===== config.mk =====
export PLATFORM = sky130hd
export DESIGN_NAME = adc_scan_average_sequencer_flat
export DESIGN_NICKNAME = d
export VERILOG_FILES = /design/src/sv/acs_pkg.sv /design/src/sv/acs_stream_if.sv /design/src/sv/acs_ctrl.sv /design/src/sv/acs_datapath.sv /design/src/sv/adc_scan_average_sequencer.sv /design/src/flat_wrapper.sv
export SDC_FILE = /design/constraint.sdc
export NUM_CORES = 1
export LEC_CHECK = 0
export ABC_AREA = 0
export BUFFER_PORTS_ARGS = -buffer_cell sky130_fd_sc_hd__buf_2
export CORE_MARGIN = 5
export CORE_UTILIZATION = 41
export CTS_BUF_LIST = sky130_fd_sc_hd__clkbuf_2
export DETAILED_ROUTE_END_ITERATION = 12
export PLACE_DENSITY = 0.54
export SKIP_CTS_REPAIR_TIMING = 1
export SYNTH_ARGS = -nofsm -noshare
export SYNTH_HDL_FRONTEND = slang
export SYNTH_SLANG_ARGS = --single-unit

===== constraint.sdc =====
create_clock -name clk -period 9 [get_ports clk]
set_input_delay 0.45 -clock clk [delete_from_list [all_inputs] [get_ports clk]]
set_output_delay 0.45 -clock clk [all_outputs]
set_load 0.005 [all_outputs]

===== src/sv/acs_pkg.sv =====
`timescale 1ns / 1ps
`default_nettype none

package acs_pkg;

  // fixed field widths
  localparam int SAMPLE_BITS      = 10;
  localparam int SAMPLES_AVERAGED = 4;
  localparam int COUNT_W          = $clog2(SAMPLES_AVERAGED);
  localparam int SUM_W            = SAMPLE_BITS + COUNT_W;
  localparam int CH_PORT_W        = 3;
  localparam int ENABLE_W         = 8;
  localparam int BITS_W           = 4;
  localparam int CFG_ADDR_W       = 4;

  // operation codes
  localparam logic FUNC_SAMPLE = 1'b0;
  localparam logic FUNC_READ   = 1'b1;

  // configuration register indexes
  localparam logic [CFG_ADDR_W-1:0] CFG_CHANNEL_ENABLE = 4'd0;
  localparam logic [CFG_ADDR_W-1:0] CFG_START_CHANNEL  = 4'd1;

  typedef struct packed {
    logic                   func;
    logic [SAMPLE_BITS-1:0] sample_value;
    logic [CH_PORT_W-1:0]   read_channel;
    logic [BITS_W-1:0]      read_bits;
  } in_item_t;

  typedef struct packed {
    logic [SAMPLE_BITS-1:0] value;
    logic [CH_PORT_W-1:0]   value_channel;
    logic                   average_stored;
    logic [CH_PORT_W-1:0]   mux_channel;
    logic                   no_channel;
  } out_item_t;

  typedef struct packed {
    logic [CFG_ADDR_W-1:0] addr;
    logic [ENABLE_W-1:0]   wdata;
  } cfg_req_t;

  // controller to datapath commands
  typedef struct packed {
    logic take_item;
    logic write_enable;
    logic write_start;
  } acs_cmd_t;

  // output register occupancy
  typedef enum logic {
    ST_EMPTY,
    ST_FULL
  } acs_state_t;

endpackage

`default_nettype wire


===== src/sv/acs_stream_if.sv =====
`timescale 1ns / 1ps
`default_nettype none

interface acs_stream_if #(
  parameter type T = logic
) ();
  logic valid;
  logic ready;
  T     data;

  modport source (output valid, output data, input ready);
  modport sink   (input valid, input data, output ready);
endinterface

`default_nettype wire


===== src/sv/acs_ctrl.sv =====
`timescale 1ns / 1ps
`default_nettype none

module acs_ctrl (
  input  wire logic                           clk,
  input  wire logic                           rst,
  input  wire logic                           in_valid,
  output logic                                in_ready,
  output logic                                out_valid,
  input  wire logic                           out_ready,
  input  wire logic                           cfg_valid,
  output logic                                cfg_ready,
  input  wire logic [acs_pkg::CFG_ADDR_W-1:0] cfg_addr,
  output acs_pkg::acs_cmd_t                   cmd
);

  acs_pkg::acs_state_t state;
  acs_pkg::acs_state_t state_next;
  logic                take;

  assign take = in_valid && in_ready;

  // state register
  always_ff @(posedge clk) begin
    if (rst) begin
      state <= acs_pkg::ST_EMPTY;
    end else begin
      state <= state_next;
    end
  end

  // next state: full while a result waits, refilled on a new request
  always_comb begin
    state_next = state;
    case (state)
      acs_pkg::ST_EMPTY: begin
        if (take) state_next = acs_pkg::ST_FULL;
      end
      acs_pkg::ST_FULL: begin
        if (out_ready && !take) state_next = acs_pkg::ST_EMPTY;
      end
      default: state_next = acs_pkg::ST_EMPTY;
    endcase
  end

  // outputs
  always_comb begin
    in_ready  = 1'b0;
    out_valid = 1'b0;
    case (state)
      acs_pkg::ST_EMPTY: begin
        in_ready = 1'b1;
      end
      acs_pkg::ST_FULL: begin
        out_valid = 1'b1;
        in_ready  = out_ready;
      end
      default: begin
        in_ready  = 1'b0;
        out_valid = 1'b0;
      end
    endcase
    cfg_ready         = 1'b1;
    cmd.take_item     = in_valid && in_ready;
    cmd.write_enable  = cfg_valid && (cfg_addr == acs_pkg::CFG_CHANNEL_ENABLE);
    cmd.write_start   = cfg_valid && (cfg_addr == acs_pkg::CFG_START_CHANNEL);
  end

  // a held result is not dropped unless the sink took it
  a_hold_result: assert property (@(posedge clk) disable iff (rst)
    (out_valid && !out_ready) |=> out_valid)
    else $error("result dropped while stalled");

endmodule

`default_nettype wire


===== src/sv/acs_datapath.sv =====
`timescale 1ns / 1ps
`default_nettype none

module acs_datapath #(
  parameter int CHANNELS = 8
) (
  input  wire logic                         clk,
  input  wire logic                         rst,
  input  wire acs_pkg::acs_cmd_t            cmd,
  input  wire acs_pkg::in_item_t            item,
  input  wire logic [acs_pkg::ENABLE_W-1:0] cfg_wdata,
  output acs_pkg::out_item_t                result
);

  localparam int CH_W = $clog2(CHANNELS);

  logic [acs_pkg::SUM_W-1:0]       sample_sum;
  logic [acs_pkg::COUNT_W-1:0]     sample_count;
  logic [CH_W-1:0]                 active_channel;
  logic [acs_pkg::ENABLE_W-1:0]    channel_enable;
  logic [acs_pkg::SAMPLE_BITS-1:0] channel_value [CHANNELS];

  logic [acs_pkg::ENABLE_W-1:0]    en_mask;
  logic                            none;
  logic [acs_pkg::SUM_W-1:0]       sum_total;
  logic                            count_full;
  logic [acs_pkg::SAMPLE_BITS-1:0] average;
  logic [CH_W-1:0]                 next_channel;
  logic [CH_W-1:0]                 start_mod;
  logic [4:0]                      rch_wide;
  logic [CH_W-1:0]                 read_idx;
  logic [acs_pkg::BITS_W-1:0]      shift;
  logic [acs_pkg::SAMPLE_BITS-1:0] read_value;
  logic [4:0]                      active_wide;
  acs_pkg::out_item_t              result_next;
  logic [CH_W-1:0]                 active_after;

  // enables exist only for channels below 8 and below CHANNELS
  always_comb begin
    for (int j = 0; j < acs_pkg::ENABLE_W; j++) begin
      en_mask[j] = channel_enable[j] && (j < CHANNELS);
    end
  end
  assign none = ~|en_mask;

  // accumulator
  assign sum_total  = sample_sum + acs_pkg::SUM_W'(item.sample_value);
  assign count_full = (sample_count == acs_pkg::COUNT_W'(acs_pkg::SAMPLES_AVERAGED - 1));
  assign average    = sum_total[acs_pkg::SUM_W-1:acs_pkg::COUNT_W];

  // rotating priority search, one above active and wrapping to itself
  always_comb begin
    logic [4:0] cand;
    next_channel = active_channel;
    for (int i = CHANNELS; i >= 1; i--) begin
      cand = 5'(active_channel) + 5'(i);
      if (cand >= 5'(CHANNELS)) cand = cand - 5'(CHANNELS);
      if ((cand < 5'd8) && en_mask[cand[2:0]]) next_channel = cand[CH_W-1:0];
    end
  end

  // start channel reduced modulo CHANNELS: small constant table
  always_comb begin
    start_mod = '0;
    for (int i = 0; i < 8; i++) begin
      if (cfg_wdata[2:0] == 3'(i)) start_mod = CH_W'(i % CHANNELS);
    end
  end

  // read path
  assign rch_wide = 5'(item.read_channel);
  assign read_idx = rch_wide[CH_W-1:0];
  assign shift = (item.read_bits >= acs_pkg::BITS_W'(acs_pkg::SAMPLE_BITS)) ? '0 :
                 acs_pkg::BITS_W'(acs_pkg::SAMPLE_BITS) - item.read_bits;
  assign read_value = (rch_wide < 5'(CHANNELS)) ? (channel_value[read_idx] >> shift) : '0;

  // result of the item being taken
  always_comb begin
    active_after = active_channel;
    result_next.value          = '0;
    active_wide                = 5'(active_channel);
    result_next.value_channel  = active_wide[2:0];
    result_next.average_stored = 1'b0;
    if (item.func == acs_pkg::FUNC_SAMPLE) begin
      if (count_full) begin
        result_next.value          = average;
        result_next.average_stored = 1'b1;
        if (!none) active_after = next_channel;
      end
    end else begin
      result_next.value         = read_value;
      result_next.value_channel = item.read_channel;
    end
    result_next.mux_channel = 3'(active_after);
    result_next.no_channel  = none;
  end

  // scan state
  always_ff @(posedge clk) begin
    if (rst) begin
      sample_sum     <= '0;
      sample_count   <= '0;
      active_channel <= '0;
      channel_enable <= '0;
    end else begin
      if (cmd.write_enable) channel_enable <= cfg_wdata;
      if (cmd.write_start) begin
        active_channel <= start_mod;
        sample_sum     <= '0;
        sample_count   <= '0;
      end else if (cmd.take_item && (item.func == acs_pkg::FUNC_SAMPLE)) begin
        active_channel <= active_after;
        if (count_full) begin
          sample_sum   <= '0;
          sample_count <= '0;
        end else begin
          sample_sum   <= sum_total;
          sample_count <= sample_count + 1'b1;
        end
      end
    end
  end

  // stored averages
  always_ff @(posedge clk) begin
    if (rst) begin
      for (int k = 0; k < CHANNELS; k++) channel_value[k] <= '0;
    end else if (cmd.take_item && (item.func == acs_pkg::FUNC_SAMPLE) && count_full) begin
      channel_value[active_channel] <= average;
    end
  end

  // output register
  always_ff @(posedge clk) begin
    if (cmd.take_item) result <= result_next;
  end

  a_active_range: assert property (@(posedge clk) disable iff (rst)
    (5'(active_channel) < 5'(CHANNELS)))
    else $error("active channel out of range");

  a_hold_when_none: assert property (@(posedge clk) disable iff (rst)
    (cmd.take_item && (item.func == acs_pkg::FUNC_SAMPLE) && none && !cmd.write_start)
    |=> $stable(active_channel))
    else $error("scan moved with no channel enabled");

  a_restart_clears: assert property (@(posedge clk) disable iff (rst)
    cmd.write_start |=> (sample_count == '0) && (sample_sum == '0))
    else $error("scan restart left accumulator dirty");

  a_read_no_store: assert property (@(posedge clk) disable iff (rst)
    (cmd.take_item && (item.func == acs_pkg::FUNC_READ)) |=> !result.average_stored)
    else $error("read flagged as stored average");

endmodule

`default_nettype wire


===== src/sv/adc_scan_average_sequencer.sv =====
`timescale 1ns / 1ps
`default_nettype none

// Channel  Role    Payload
// item     sink    func, sample_value, read_channel, read_bits
// result   source  value, value_channel, average_stored, mux_channel, no_channel
// cfg      sink    addr (0 channel_enable, 1 start_channel), wdata
//
// Each request's result is registered and shows the next cycle. One output
// register sets the rate: a new request is taken whenever that register is
// empty or being drained, so one per cycle.
// Synchronous reset clears the scan state, the enables and the stored averages.
// A stalled result holds, and item stalls only while the result waits.
// cfg is always ready and takes effect the next cycle.
module adc_scan_average_sequencer #(
  parameter int CHANNELS = 8
) (
  input  wire logic   clk,
  input  wire logic   rst,
  acs_stream_if.sink   item,
  acs_stream_if.source result,
  acs_stream_if.sink   cfg
);

  acs_pkg::acs_cmd_t  cmd;
  acs_pkg::in_item_t  item_data;
  acs_pkg::cfg_req_t  cfg_data;
  acs_pkg::out_item_t result_data;

  assign item_data   = item.data;
  assign cfg_data    = cfg.data;
  assign result.data = result_data;

  acs_ctrl u_ctrl (
    .clk       (clk),
    .rst       (rst),
    .in_valid  (item.valid),
    .in_ready  (item.ready),
    .out_valid (result.valid),
    .out_ready (result.ready),
    .cfg_valid (cfg.valid),
    .cfg_ready (cfg.ready),
    .cfg_addr  (cfg_data.addr),
    .cmd       (cmd)
  );

  acs_datapath #(
    .CHANNELS (CHANNELS)
  ) u_datapath (
    .clk       (clk),
    .rst       (rst),
    .cmd       (cmd),
    .item      (item_data),
    .cfg_wdata (cfg_data.wdata),
    .result    (result_data)
  );

endmodule

`default_nettype wire


===== src/flat_wrapper.sv =====
// flat-port wrapper written by rule: the top's interface ports become plain ports
module adc_scan_average_sequencer_flat 
#(
  parameter int CHANNELS = 8
)
  (clk, rst, item_valid, item_data, item_ready, result_valid, result_data, result_ready, cfg_valid, cfg_data, cfg_ready);
  acs_stream_if #(.T(acs_pkg::in_item_t)) item_i ();
  acs_stream_if #(.T(acs_pkg::out_item_t)) result_i ();
  acs_stream_if #(.T(acs_pkg::cfg_req_t)) cfg_i ();
  input  wire logic clk;
  input  wire logic rst;
  input wire logic [$bits(item_i.valid)-1:0] item_valid;
  input wire logic [$bits(item_i.data)-1:0] item_data;
  output wire logic [$bits(item_i.ready)-1:0] item_ready;
  output wire logic [$bits(result_i.valid)-1:0] result_valid;
  output wire logic [$bits(result_i.data)-1:0] result_data;
  input wire logic [$bits(result_i.ready)-1:0] result_ready;
  input wire logic [$bits(cfg_i.valid)-1:0] cfg_valid;
  input wire logic [$bits(cfg_i.data)-1:0] cfg_data;
  output wire logic [$bits(cfg_i.ready)-1:0] cfg_ready;
  assign item_i.valid = item_valid;
  assign item_i.data = item_data;
  assign item_ready = item_i.ready;
  assign result_valid = result_i.valid;
  assign result_data = result_i.data;
  assign result_i.ready = result_ready;
  assign cfg_i.valid = cfg_valid;
  assign cfg_i.data = cfg_data;
  assign cfg_ready = cfg_i.ready;
  adc_scan_average_sequencer #(.CHANNELS(CHANNELS)) u_core (.clk(clk), .rst(rst), .item(item_i), .result(result_i), .cfg(cfg_i));
endmodule

After elaboration in Yosys (flattened, before gate mapping)
Memories as Yosys holds them, arrays and structs flattened.
Cells that the tools add are included.
Word-level totals
  bits in registers: 44
  bits in latches: 0
  memory bits (writable): 80
  memory bits (read-only): 0
  output and inout port bits: 21
  memories: 1
Cells by class
  $add $sub $neg: 19
  $mul: 0
  div/mod/pow operators: 0
  magnitude comparators: 26
  equal/unequal tests: 9
  shift operators: 1
  multiplexer cells: 65
  bitwise operators: 2
  reduce and logical (&&, ||, !) cells: 21
Memories
  u_core.u_datapath.channel_value: words 8, bits a word 10, read ports 1, clocked after Yosys merged registers in 0, wr ports 8, line acs_datapath.sv:21  | logic [acs_pkg::SAMPLE_BITS-1:0] channel_value [CHANNELS];
Operators by type and width (count)
  3-bit 2-to-1 mux: 21
  5-bit by 4-bit less-than comparator with 1-bit output (second input constant): 8
  10-bit 2-to-1 mux: 4
  5-bit 2-to-1 mux: 8
  3-bit by 4-bit less-than comparator with 1-bit output (second input constant): 9
  4-bit by 4-bit subtractor with 5-bit output (second input constant): 7
  4-bit greater-or-equal comparator (second input constant): 8
  1-bit binary-select mux with 3-bit select: 8
  1-bit 2-to-1 mux: 19
  3-bit by 3-bit adder with 4-bit output (second input constant): 4
  1-bit logical AND: 14
  12-bit by 10-bit adder with 12-bit output: 1
  3-bit equality test (second input constant): 4
  12-bit 2-to-1 mux: 1
  10-bit OR reduction: 1
  10-bit by 4-bit right shift with 10-bit output: 1
  3-bit by 2-bit adder with 4-bit output (second input constant): 2
  8-bit OR reduction: 1
  3-bit by 2-bit equality test with 1-bit output (second input constant): 2
  3-bit by 4-bit adder with 5-bit output (second input constant): 1
  5-bit by 4-bit greater-or-equal comparator with 1-bit output (second input constant): 1
  5-bit by 4-bit subtractor with 5-bit output (second input constant): 1
  3-bit by 1-bit adder with 4-bit output (second input constant): 1
  4-bit by 1-bit equality test with 1-bit output (second input constant): 1
  other kinds (12): 15

Depth between registers and ports, before layout
Gate-level depths: netlist of the first run.
  word-level depth: 19
  gate-level depth with buffers: 13
  depth with buffers taken out: 11

Modules after synthesis
From an unflattened synthesis of the first run, not the netlist that was laid out.
Second synthesis, totals
  cells, all modules: 589
  area, all modules: 6836.6 um^2
By module, submodules not included
  acs_datapath: times used 1, cells an instance 578, area each 6742.7 um^2
  acs_ctrl: times used 1, cells an instance 11, area each 93.8 um^2

Worst setup path after synthesis of the first run
Ideal clock, no wire load.
  kind: reg2reg
  from: reg u_core.u_datapath.active_channel[0]
  to: reg u_core.u_datapath.result[2] (netlist name), data pin
  arrival time: 2920 ps
  required time: 8739 ps
  setup slack: 5820 ps
  cell stages (with the launch flop): 13
  buffers on the path: 2
  clock period less this slack: 3180 ps
  cells stage by stage: dfxtp_1 -> buf_6 -> bufinv_8 -> ha_1 -> buf_2 -> mux4_2 -> mux2_2 -> o32a_1 -> o211a_1 -> o21ai_1 -> o21ai_1 -> nand2_1 -> o21ai_1
Between the ends
  longest elaborated chain between the ends: 17
  elaborated cells between the ends (all ways): 75
  those cells by class: 16 x add/sub; 16 x order compare; 35 x mux; 8 x reduce/logical
Ends and longest elaborated chain
  from (decl): line acs_datapath.sv:19  | logic [CH_W-1:0] active_channel;
  from (signal assigned): line acs_datapath.sv:108  | active_channel <= start_mod;
  from (signal assigned): line acs_datapath.sv:112  | active_channel <= active_after;
  3-bit by 4-bit adder with 5-bit output: line acs_datapath.sv:56  | cand = 5'(active_channel) + 5'(i);
  5-bit by 4-bit subtractor with 5-bit output or 5-bit by 4-bit greater-or-equal comparator with 1-bit output (tied branches): line acs_datapath.sv:57  | if (cand >= 5'(CHANNELS)) cand = cand - 5'(CHANNELS);
  5-bit 2-to-1 mux: line acs_datapath.sv:57
  1-bit binary-select mux with 3-bit select: line acs_datapath.sv:58  | if ((cand < 5'd8) && en_mask[cand[2:0]]) next_channel = cand[CH_W-1:0];
  1-bit 2-to-1 mux (implied by the code): line acs_datapath.sv:58
  1-bit logical AND: line acs_datapath.sv:58
  3-bit 2-to-1 mux (7 in series): line acs_datapath.sv:58
  3-bit 2-to-1 mux *: line acs_datapath.sv:58
  3-bit 2-to-1 mux *: line acs_datapath.sv:88  | if (!none) active_after = next_channel;
  3-bit 2-to-1 mux *: line acs_datapath.sv:85  | if (count_full) begin
  3-bit 2-to-1 mux *: line acs_datapath.sv:84  | if (item.func == acs_pkg::FUNC_SAMPLE) begin
  via u_core.u_datapath.active_after[1]: line acs_datapath.sv:36  | logic [CH_W-1:0] active_after;
  to (signal assigned): line acs_datapath.sv:135  | if (cmd.take_item) result <= result_next;
  to (decl): line acs_datapath.sv:12  | output acs_pkg::out_item_t result
The timed path passes the listed nets; every way through them passes the cells marked *. The select of a mux whose other input is x is not followed.
A chain may end at the register's enable or synchronous reset.

Worst setup path after layout of the first run
  from: reg u_core.u_datapath.active_channel[1]
  to: reg u_core.u_datapath.active_channel[2]
Between the ends
  longest elaborated chain between the ends: 19
  elaborated cells between the ends (all ways): 77
  those cells by class: 16 x add/sub; 16 x order compare; 37 x mux; 8 x reduce/logical
Ends and longest elaborated chain
  3-bit by 4-bit adder with 5-bit output: line acs_datapath.sv:56
  5-bit by 4-bit subtractor with 5-bit output or 5-bit by 4-bit greater-or-equal comparator with 1-bit output (tied branches): line acs_datapath.sv:57
  5-bit 2-to-1 mux: line acs_datapath.sv:57
  1-bit binary-select mux with 3-bit select: line acs_datapath.sv:58
  1-bit 2-to-1 mux (implied by the code): line acs_datapath.sv:58
  1-bit logical AND: line acs_datapath.sv:58
  3-bit 2-to-1 mux (7 in series): line acs_datapath.sv:58
  3-bit 2-to-1 mux *: line acs_datapath.sv:58
  3-bit 2-to-1 mux *: line acs_datapath.sv:88
  3-bit 2-to-1 mux *: line acs_datapath.sv:85
  3-bit 2-to-1 mux *: line acs_datapath.sv:84
  3-bit 2-to-1 mux *: line acs_datapath.sv:111  | end else if (cmd.take_item && (item.func == acs_pkg::FUNC_SAMPLE)) begin
  3-bit 2-to-1 mux *: line acs_datapath.sv:107  | if (cmd.write_start) begin
Mark *: on every way between the ends. The rest lies on a longest branch, timed or not. The select of a mux whose other input is x is not followed.

==> results by group, run 1 <==
Run status
  – Status: completed

Floorplanning
  – Ports: 56
  – Vert. Die Dim: 138.9 um
  – Die area: 0.01930 sq mm
  – Initial core utilization: 41.40%
  – Row count: 47
  – Core area: 0.01647 sq mm
  – Die width: 138.9 um

Timing
  – Hold WS: 0.1678 ns
  – Slew HR: 17.21%
  – Final Max Slew Viols: 0
  – Slew @ Worst Pin: 1.233 ns
  – FMAX: 255.6 MHz
  – Clock Skew: 0.03126 ns
  – Setup TNS: 0 ns
  – Final period utilization: 43.47%
  – Setup violators final: 0
  – Unrepaired setup endpoints after global routing: false
  – Setup WS post-layout: 5.088 ns
  – Tmin final: 3.912 ns
  – Fin. Hold Viols: 0

Drt
  – Drt wl/cell: 20.12 um
  – Drt via density: 5.598
  – Max layer used: met4
  – Routed Antenna Nets: 0
  – Drt total wl: 17.12 mm
  – Met3 WL: 952 um
  – M1 WL: 7.816 mm
  – Pre-antenna DRT Iters: 5
  – DR iter-0 viols: 373
  – Via count: 4,764
  – DRC: 0
  – DR WL met2: 8.039 mm

Critical path
  – Crit. End Element: flip-flop
  – Most frequent CP cell: a211oi_2
  – Critical-path cell list: inv_1, ha_1, mux4_1, a22o_1, a31o_4, a211oi_2, a211oi_1, or2_1, a221oi_2, o41a_1, a211oi_2
  – Critical path fanouts, max: 15
  – R2r worst-path depth: 11
  – Critical Path RT: 9.60 ns
  – CP arrival: 4.51 ns
  – CP Class: reg -> reg
  – Crit path launch type: flip-flop
  – Crit-path slowest cell: dfxtp_1
  – CP max stage delay: 0.73 ns

Cells and area
  – Share of layout cells above drive strength 1: 23.49%
  – Number of nets in the layout: 672
  – Most frequent cells in the layout: nor2_1 (112), edfxtp_1 (98), buf_2 (54)
  – Final Instance Area: 0.007655 sq mm
  – Most common cell after layout, fill and taps aside: nor2_1
  – Fin cells: 851
  – Register area: 0.003463 sq mm
  – Final Util: 46.49%
  – Synth-to-layout area growth: 12.30%
  – Multi-input gate area: 0.003142 sq mm
  – Filler cells: 1,589

Synthesis
  – Net Count, Synth: 615
  – Mapped Cells: 560
  – Mapped Area: 0.006817 sq mm
  – Post-synthesis cell type count: 60
  – Primary FF master, synth: edfxtp_1
  – YS warnings: 0
  – Post-synth ARST share: 0%
  – Syn_area_per_cell: 12.17 sq um
  – FF+latch count, synth: 124
  – Post-synth EDFFs: 98
  – Sequential share of the synthesized area: 50.81%

CTS
  – Clock-pin transition on the worst setup and hold timing paths: 0.20 ns
  – CTS Buf Count: 17
  – Clk sinks: 124
  – CTS root buf: clkbuf_2
  – Depth of the CTS H-tree: 4
  – Latest clock arrival within the worst-skew pair: 0.71 ns
  – Max Root-Sink Buffers: 2
  – CTS tree: yes

Power
  – Cell Pwr Density: 164.7 mW/mm^2
  – VDD IR-drop max: 0.08452 mV
  – Sequential power share: 51.6%
  – Leak pwr: 2.921 nW
  – Clock Power Share: 33.5%
  – Power Total: 1.261 mW
  – NetSw: 331.6 uW
  – Power Internal: 928.9 uW
  – Switching Share: 26.31%
  – Logic gate share of total power: 15.0%

GRT
  – Gr usage total: 18.13%
  – Largest net degree at the start of global routing: 30
  – First-pass GRT wire length: 26.98 mm
  – Vias in the first global route: 4,779
  – GR Overflow Total: 0
  – Initial antenna violation count: 1

Min path
  – Min-delay worst type: in -> reg
  – Hold Crit Depth: 2

Placement
  – DP Area: 0.007258 sq mm
  – Pre-CTS WS: 5.102 ns
  – DP Wirelength: 12.14 mm
  – Inst Count DP: 808
  – PortBufs: 54
  – GP Congestion: 0.8813

Run
  – Max-cap violations: 0
area by class of cell:
class	count	share of cell area, %
sequential	124	45.24
multi-input combinational	390	41.04
timing repair buffer	69	5.329
tap	220	3.596
clock inverter	12	2.534
clock buffer	20	1.308
inverter	15	0.9153
antenna	1	0.03269
synthesized netlist by cell type (5+ instances only):
library cell,number,area (sq um)
nand2b_1,14,87.58
mux2_2,8,90.09
edfxtp_1,98,2943
mux4_2,38,855.8
inv_1,14,52.55
mux2i_1,16,160.2
mux4_1,7,183.9
ha_1,19,237.7
dfxtp_1,26,520.5
clkbuf_1,21,78.83
buf_2,5,25.02
xnor2_1,11,96.34
nand2_1,39,146.4
o21ai_1,9,45.04
nor2_1,112,420.4
o22ai_1,10,62.56
nor3_1,10,50.05
o21ai_0,8,40.04
a21oi_1,26,130.1
state kept, by name, summed over array words and instances, names as in the netlist:
| signal | count |
|---|---|
| u_core.u_ctrl.state | 1 |
| u_core.u_datapath.active_channel | 3 |
| u_core.u_datapath.channel_enable | 8 |
| u_core.u_datapath.channel_value | 80 |
| u_core.u_datapath.result | 18 |
| u_core.u_datapath.sample_count | 2 |
| u_core.u_datapath.sample_sum | 12 |
critical path: cells and delay by family, from the launching register on:
family	cells	cell delay, ns
adders and majority gates	1	0.63
buffers and inverters	1	0.29
DFF	1	0.73
and+or+nand+nor	1	0.25
AOI/OAI and AO/OA	7	1.26
muxes	1	0.66
power by group through the flow:
| stage | Combinational, mW | Sequential [mW] | Clock, mW |
|---|---|---|---|
| after detailed placement | 0.186 | 0.663 | 0 |
| final | 0.188 | 0.650 | 0.422 |
| after floorplan | 0.120 | 0.660 | 0 |
| after global placement | 0.183 | 0.662 | 0 |
| after global routing | 0.206 | 0.653 | 0.456 |
| after CTS | 0.187 | 0.650 | 0.432 |
metal layers:
metal,vias to the layer above,track usage (%)
met1,2360,25.74
met5,-,0
met2,169,28.02
met3,23,3.655
li1,2212,-
met4,0,6.128
cell families (layout without fill, tap and decap cells):
| logic type | after synthesis | count (layout) | share of synthesized area [%] |
|---|---|---|---|
| other cells | 1 | 2 | 0.05501 |
| mux | 71 | 71 | 19.42 |
| simple gates | 202 | 202 | 13.05 |
| fa+ha+maj | 20 | 20 | 3.781 |
| buf+inv | 46 | 116 | 3.102 |
| compound gates | 82 | 82 | 7.984 |
| xor+xnor | 14 | 14 | 1.799 |
| flops | 124 | 124 | 50.81 |
worst paths after layout:
| check | start | to | slack, ns |
|---|---|---|---|
| worst min register to register | u_core.u_datapath.sample_sum[8] | u_core.u_datapath.sample_sum[8] | 0.49 |
| worst min-delay path | rst | u_core.u_datapath.channel_enable[5] | 0.17 |
| worst max register to register | u_core.u_datapath.active_channel[1] | u_core.u_datapath.active_channel[2] | 5.09 |
| worst max-delay path | u_core.u_datapath.active_channel[1] | u_core.u_datapath.active_channel[2] | 5.09 |
(Power assumes the default switching activity.)
==> run 2, diff against run 1 <==
Settings changed: PLACE_DENSITY 0.54 to 0.56.
Clock period 9 ns to 3.2 ns, I/O delays scaled along.
==> results by group, run 2 (synthesized netlist as in run 1, its figures left out) <==
Placement
  – DP Wirelength: 12.19 mm (was 12.14 mm)
  – GP Congestion: 0.8735 (was 0.8813)
  – PortBufs: 54 (unchanged)
  – Inst Count DP: 832 (was 808)

Cells and area
  – Share of layout cells above drive strength 1: 25.77% (was 23.49%)
  – Largest register by flop count: u_core.u_datapath.channel_value (unchanged)
  – Most frequent cells in the layout: nor2_1 (112), edfxtp_1 (98), buf_2 (54) (unchanged)
  – Most common cell after layout, fill and taps aside: nor2_1 (unchanged)
  – Max reg flops: 80 (unchanged)
  – Final Util: 49.00% (was 46.49%)
  – Synth-to-layout area growth: 18.36% (was 12.30%)
  – Top flop regs: u_core.u_datapath.channel_value: 80 flops, u_core.u_datapath.result: 18 flops, u_core.u_datapath.sample_sum: 12 flops (unchanged)
  – Number of nets in the layout: 721 (was 672)
  – Fin cells: 900 (was 851)

CTS
  – Depth of the CTS H-tree: 4 (unchanged)
  – Latest clock arrival within the worst-skew pair: 0.71 ns (about the same)
  – CTS root buf: clkbuf_2 (unchanged)
  – Clock-pin transition on the worst setup and hold timing paths: 0.21 ns (was 0.20 ns)
  – CTS tree: yes (unchanged)
  – Clk sinks: 124 (unchanged)
  – Max Root-Sink Buffers: 2 (unchanged)
  – CTS Buf Count: 17 (unchanged)

Run status
  – Status: completed (unchanged)

Critical path
  – CP arrival: 3.70 ns (was 4.51 ns)
  – CP max stage delay: 0.60 ns (was 0.73 ns)
  – Setup crit start: u_core.u_datapath.active_channel[0] (was u_core.u_datapath.active_channel[1])
  – Crit path launch type: flip-flop (unchanged)
  – Critical path fanouts, max: 3 (was 15)
  – CP Class: reg -> reg (unchanged)
  – Most frequent CP cell: a211oi_2 (unchanged)
  – Bufs and invs on worst path: 1 (unchanged)
  – Worst R2R Start: u_core.u_datapath.active_channel[0] (was u_core.u_datapath.active_channel[1])
  – Critical Path RT: 3.82 ns (was 9.60 ns)
  – Critical-path cell list: bufinv_8, ha_1, mux4_1, a22o_1, a31o_4, a211oi_2, a211oi_1, or2_1, a221oi_2, o41a_1, a211oi_2 (was inv_1, ha_1, mux4_1, a22o_1, a31o_4, a211oi_2, a211oi_1, or2_1, a221oi_2, o41a_1, a211oi_2)
  – Crit-path slowest cell: mux4_1 (was dfxtp_1)
  – Largest delay share family, worst path: compound AO/OA/AOI/OAI gates (unchanged)
  – Crit. End Element: flip-flop (unchanged)

Floorplanning
  – Vert. Die Dim: 138.9 um (unchanged)
  – Ports: 56 (unchanged)
  – Row count: 47 (unchanged)
  – Initial core utilization: 41.40% (unchanged)
  – Die area: 0.01930 sq mm (unchanged)
  – Core area: 0.01647 sq mm (unchanged)
  – Die width: 138.9 um (unchanged)

Timing
  – Setup violators final: 0 (unchanged)
  – Slew @ Worst Pin: 1.113 ns (was 1.233 ns)
  – Hold WS: 0.03976 ns (was 0.1678 ns)
  – Slew HR: 25.19% (was 17.21%)
  – Unrepaired setup endpoints after global routing: true (was false)
  – Final Max Slew Viols: 0 (unchanged)
  – Fin. Hold Viols: 0 (unchanged)
  – Clock Skew: 0.03397 ns (was 0.03126 ns)
  – Tmin final: 3.085 ns (was 3.912 ns)
  – FMAX: 324.1 MHz (was 255.6 MHz)
  – Final period utilization: 96.42% (was 43.47%)

Drt
  – Drt via density: 5.481 (was 5.598)
  – Drt total wl: 17.31 mm (was 17.12 mm)
  – DRC: 0 (unchanged)
  – Pre-antenna DRT Iters: 5 (unchanged)
  – Routed Antenna Nets: 0 (unchanged)
  – DR iter-0 viols: 336 (was 373)
  – Drt wl/cell: 19.24 um (was 20.12 um)
  – Via count: 4,933 (was 4,764)

Power
  – Leak pwr: 3.131 nW (was 2.921 nW)
  – Power Total: 3.452 mW (was 1.261 mW)
  – VDD IR-drop max: 0.1737 mV (was 0.08452 mV)
  – Cell Pwr Density: 427.9 mW/mm^2 (was 164.7 mW/mm^2)

GRT
  – GR Overflow Total: 0 (unchanged)
  – Initial antenna violation count: 1 (unchanged)
  – Largest net degree at the start of global routing: 30 (unchanged)
  – First-pass GRT wire length: 27.21 mm (was 26.98 mm)
  – Vias in the first global route: 4,833 (was 4,779)
  – Gr usage total: 18.31% (was 18.13%)

Run
  – Max-cap violations: 0 (unchanged)

Min path
  – HP Start: item_data[8] (was rst)
  – Min-delay worst type: in -> reg (unchanged)
[run 2: cell count changes in the layout (fill, tap and decap cells not counted), moves of 3 or more]
| cell | previous run | this run |
|---|---|---|
| bufinv_16 | 5 | 2 |
| clkinv_1 | 3 | 0 |
| inv_6 | 1 | 5 |
| dlygate4sd3_1 | 10 | 35 |
| buf_4 | 5 | 27 |
[run 2: worst reg2reg max path: cells and delay by family (launching register included)]
family,cells,cell delay [ns]
AOI/OAI and AO/OA,7,1.28
adders and majority gates,1,0.30
buffers and inverters,1,0.17
DFF,1,0.37
muxes,1,0.60
and+or+nand+nor,1,0.26
[run 2: metrics by stage]
stage	cell area, sq um	setup TNS [ns]	setup WS, ns
6_report	8068	0	0.1147
5_1_grt	8068	-0.008608	-0.008154
4_1_cts	7715	0	0.1405
3_5_place_dp	7463	0	0.1668
3_3_place_gp	7463	0	0.1942
2_1_floorplan	6817	0	0.01971
[run 2: per-layer routing]
| metal | share of wire, % | up-vias | global-route usage [%] | wire length, um |
|---|---|---|---|---|
| li1 | - | 2310 | - | - |
| met1 | 42 | 2439 | 22.88 | 7290 |
| met2 | 51 | 158 | 31.60 | 8823 |
| met3 | 5.0 | 26 | 4.207 | 868 |
| met4 | 1.9 | 0 | 5.922 | 332 |
| met5 | 0 | - | 0 | 0 |
[run 2: area by class of cell]
class / instances / area, sq um
fill: 1485 / 8398
sequential: 124 / 3463
multi-input combinational: 390 / 3142
timing repair buffer: 118 / 863.3
tap: 220 / 275.3
clock inverter: 14 / 161.4
clock buffer: 18 / 90.09
inverter: 15 / 70.07
antenna: 1 / 2.502
[run 2: final timing paths]
check | endpoint | cells past startpoint | slack, ns
setup / recovery | u_core.u_datapath.active_channel[2] | 11 | 0.11
hold / removal | u_core.u_datapath.sample_sum[1] | 5 | 0.04
setup reg to reg | u_core.u_datapath.active_channel[2] | 11 | 0.11
hold reg to reg | u_core.u_datapath.sample_sum[8] | 2 | 0.47
[run 2: power by group]
group          internal (mW)  switching [mW]  total (mW)
Sequential              1.80          0.0238        1.82
Combinational          0.248           0.322       0.570
Clock                  0.381           0.676        1.06
Total                   2.43            1.02        3.45
==> run 3, diff against run 2 <==
Settings changed: CORE_ASPECT_RATIO set to 0.7.
==> results by group, run 3 (synthesized netlist as in run 1, its figures left out) <==
Placement
  – DP Wirelength: 12.35 mm (was 12.19 mm)
  – GP Congestion: 0.9174 (was 0.8735)
  – PortBufs: 54 (unchanged)

Cells and area
  – Register area: 0.003463 sq mm (unchanged)
  – Multi-input gate area: 0.003142 sq mm (unchanged)
  – Most frequent cells in the layout: nor2_1 (112), edfxtp_1 (98), buf_2 (54) (unchanged)
  – Synth-to-layout area growth: 17.40% (was 18.36%)
  – Antenna diode count: 0 (was 1)
  – Most common cell after layout, fill and taps aside: nor2_1 (unchanged)
  – Max reg flops: 80 (unchanged)
  – Filler cells: 1,468 (was 1,485)
  – Largest register by flop count: u_core.u_datapath.channel_value (unchanged)
  – Share of layout cells above drive strength 1: 25.85% (was 25.77%)
  – Number of nets in the layout: 719 (was 721)
  – Top flop regs: u_core.u_datapath.channel_value: 80 flops, u_core.u_datapath.result: 18 flops, u_core.u_datapath.sample_sum: 12 flops (unchanged)

Drt
  – DRC: 0 (unchanged)
  – Drt wl/cell: 19.46 um (was 19.24 um)
  – Pre-antenna DRT Iters: 4 (was 5)
  – Via count: 5,009 (was 4,933)
  – Drt total wl: 17.55 mm (was 17.31 mm)
  – DR iter-0 viols: 431 (was 336)
  – Routed Antenna Nets: 0 (unchanged)
  – Drt via density: 5.553 (was 5.481)

GRT
  – Vias in the first global route: 4,801 (was 4,833)
  – Largest net degree at the start of global routing: 30 (unchanged)
  – Gr usage total: 18.34% (was 18.31%)
  – First-pass GRT wire length: 26.90 mm (was 27.21 mm)
  – Initial antenna violation count: 0 (was 1)
  – GR Overflow Total: 0 (unchanged)

Power
  – Cell Pwr Density: 414.4 mW/mm^2 (was 427.9 mW/mm^2)
  – Leak pwr: 3.098 nW (was 3.131 nW)
  – Power Total: 3.316 mW (was 3.452 mW)
  – VDD IR-drop max: 0.1814 mV (was 0.1737 mV)

Min path
  – Hold Crit Depth: 5 (unchanged)
  – Min-Delay Endpoint: u_core.u_datapath.sample_sum[1] (unchanged)
  – Min-delay worst type: in -> reg (unchanged)
  – HP Start: item_data[8] (unchanged)

CTS
  – Max Root-Sink Buffers: 2 (unchanged)
  – Latest clock arrival within the worst-skew pair: 0.67 ns (was 0.71 ns)
  – CTS root buf: clkbuf_2 (unchanged)
  – Depth of the CTS H-tree: 4 (unchanged)
  – Clock-pin transition on the worst setup and hold timing paths: 0.18 ns (was 0.21 ns)
  – CTS tree: yes (unchanged)
  – Clk sinks: 124 (unchanged)
  – CTS Buf Count: 17 (unchanged)

Timing
  – Unrepaired setup endpoints after global routing: false (was true)
  – Slew HR: 22.33% (was 25.19%)
  – Final Max Slew Viols: 0 (unchanged)
  – Final period utilization: 96.88% (was 96.42%)
  – Hold WS: 0.07012 ns (was 0.03976 ns)
  – Fin. Hold Viols: 0 (unchanged)
  – Setup violators final: 0 (unchanged)
  – Tmin final: 3.100 ns (was 3.085 ns)
  – Setup TNS: 0 ns (unchanged)
  – Slew @ Worst Pin: 1.155 ns (was 1.113 ns)
  – FMAX: 322.6 MHz (was 324.1 MHz)
  – Clock Skew: 0.02778 ns (was 0.03397 ns)

Critical path
  – Crit path launch type: flip-flop (unchanged)
  – CP Class: reg -> reg (unchanged)
  – Crit. End Element: flip-flop (unchanged)
  – Critical path fanouts, max: 10 (was 3)
  – Critical Path RT: 3.65 ns (was 3.82 ns)
  – R2r worst-path depth: 11 (unchanged)
  – Worst R2R Start: u_core.u_datapath.active_channel[0] (unchanged)
  – Reg-to-reg slack, setup: 0.1 ns (was 0.11 ns)
  – Reg2reg end: u_core.u_datapath.result[2] (was u_core.u_datapath.active_channel[2])
  – CP arrival: 3.55 ns (was 3.70 ns)

Floorplanning
  – Die width: 164.1 um (was 138.9 um)
  – Initial core utilization: 41.82% (was 41.40%)
  – Ports: 56 (unchanged)
  – Vert. Die Dim: 117.9 um (was 138.9 um)
  – Die area: 0.01935 sq mm (was 0.01930 sq mm)
  – Row count: 39 (was 47)
  – Core area: 0.01630 sq mm (was 0.01647 sq mm)

Run status
  – Status: completed (unchanged)

Run
  – Max-cap violations: 0 (unchanged)
[run 3: cell count changes in the layout (fill, tap and decap cells not counted), sizes merged]
cell         before  now
diode             1    0
inv              20   14
clkbuf           18   23
clkinvlp          2    3
dlygate4sd3      35   33
[run 3: per-layer routing]
| layer | track usage (%) | vias to the layer above | part of all wire [%] |
|---|---|---|---|
| met5 | 0 | - | 0 |
| met4 | 4.453 | 0 | 1.2 |
| met3 | 4.690 | 18 | 8.0 |
| met2 | 26.34 | 196 | 43 |
| met1 | 27.71 | 2488 | 48 |
| li1 | - | 2307 | - |
[run 3: stage by stage]
step                instances  setup slack (ns)  cell area [sq um]  utilization (%)
finish                    902           0.09971               8003            49.10
global route              902         0.0003650               8003            49.10
CTS                       869            0.1111               7672            47.08
detailed placement        837            0.1458               7457            45.75
global placement          837            0.1970               7457            45.75
floorplan                 560           0.01971               6817                -
[run 3: worst max path at each step]
stage | start | cells past startpoint | to | slack [ns]
after floorplan | u_core.u_datapath.active_channel[0] | 12 | u_core.u_datapath.result[2] | 0.02
after global placement | u_core.u_datapath.active_channel[0] | 11 | u_core.u_datapath.active_channel[2] | 0.20
after detailed placement | u_core.u_datapath.active_channel[0] | 11 | u_core.u_datapath.active_channel[2] | 0.15
after CTS | u_core.u_datapath.active_channel[0] | 11 | u_core.u_datapath.active_channel[2] | 0.11
after global routing | u_core.u_datapath.active_channel[0] | 12 | u_core.u_datapath.active_channel[2] | 0.0004
final | u_core.u_datapath.active_channel[0] | 11 | u_core.u_datapath.result[2] | 0.1
[run 3: layout make-up]
class                      count  share of cell area [%]
timing repair buffer         116                   10.38
clock inverter                 9                   1.251
clock buffer                  23                   1.438
tap                          225                   3.518
sequential                   124                   43.28
multi-input combinational    390                   39.26
inverter                      15                  0.8755
[run 3: worst max-delay path, cell delays in order (launching register included)]
cell and delay [ns]:
dfxtp_1 0.37, bufinv_8 0.20, ha_1 0.31, buf_4 0.19, mux4_2 0.57, mux2_2 0.31, o32a_1 0.36, o211a_1 0.23
o21ai_1 0.11, o21ai_1 0.10, nand2_1 0.07, o21ai_1 0.06
[run 3: where the power goes]
part	leakage [nW]	switching [mW]	internal [mW]	total (mW)
logic	1.75	0.324	0.243	0.567
clock network	0.135	0.555	0.368	0.923
registers	1.22	0.0253	1.80	1.83
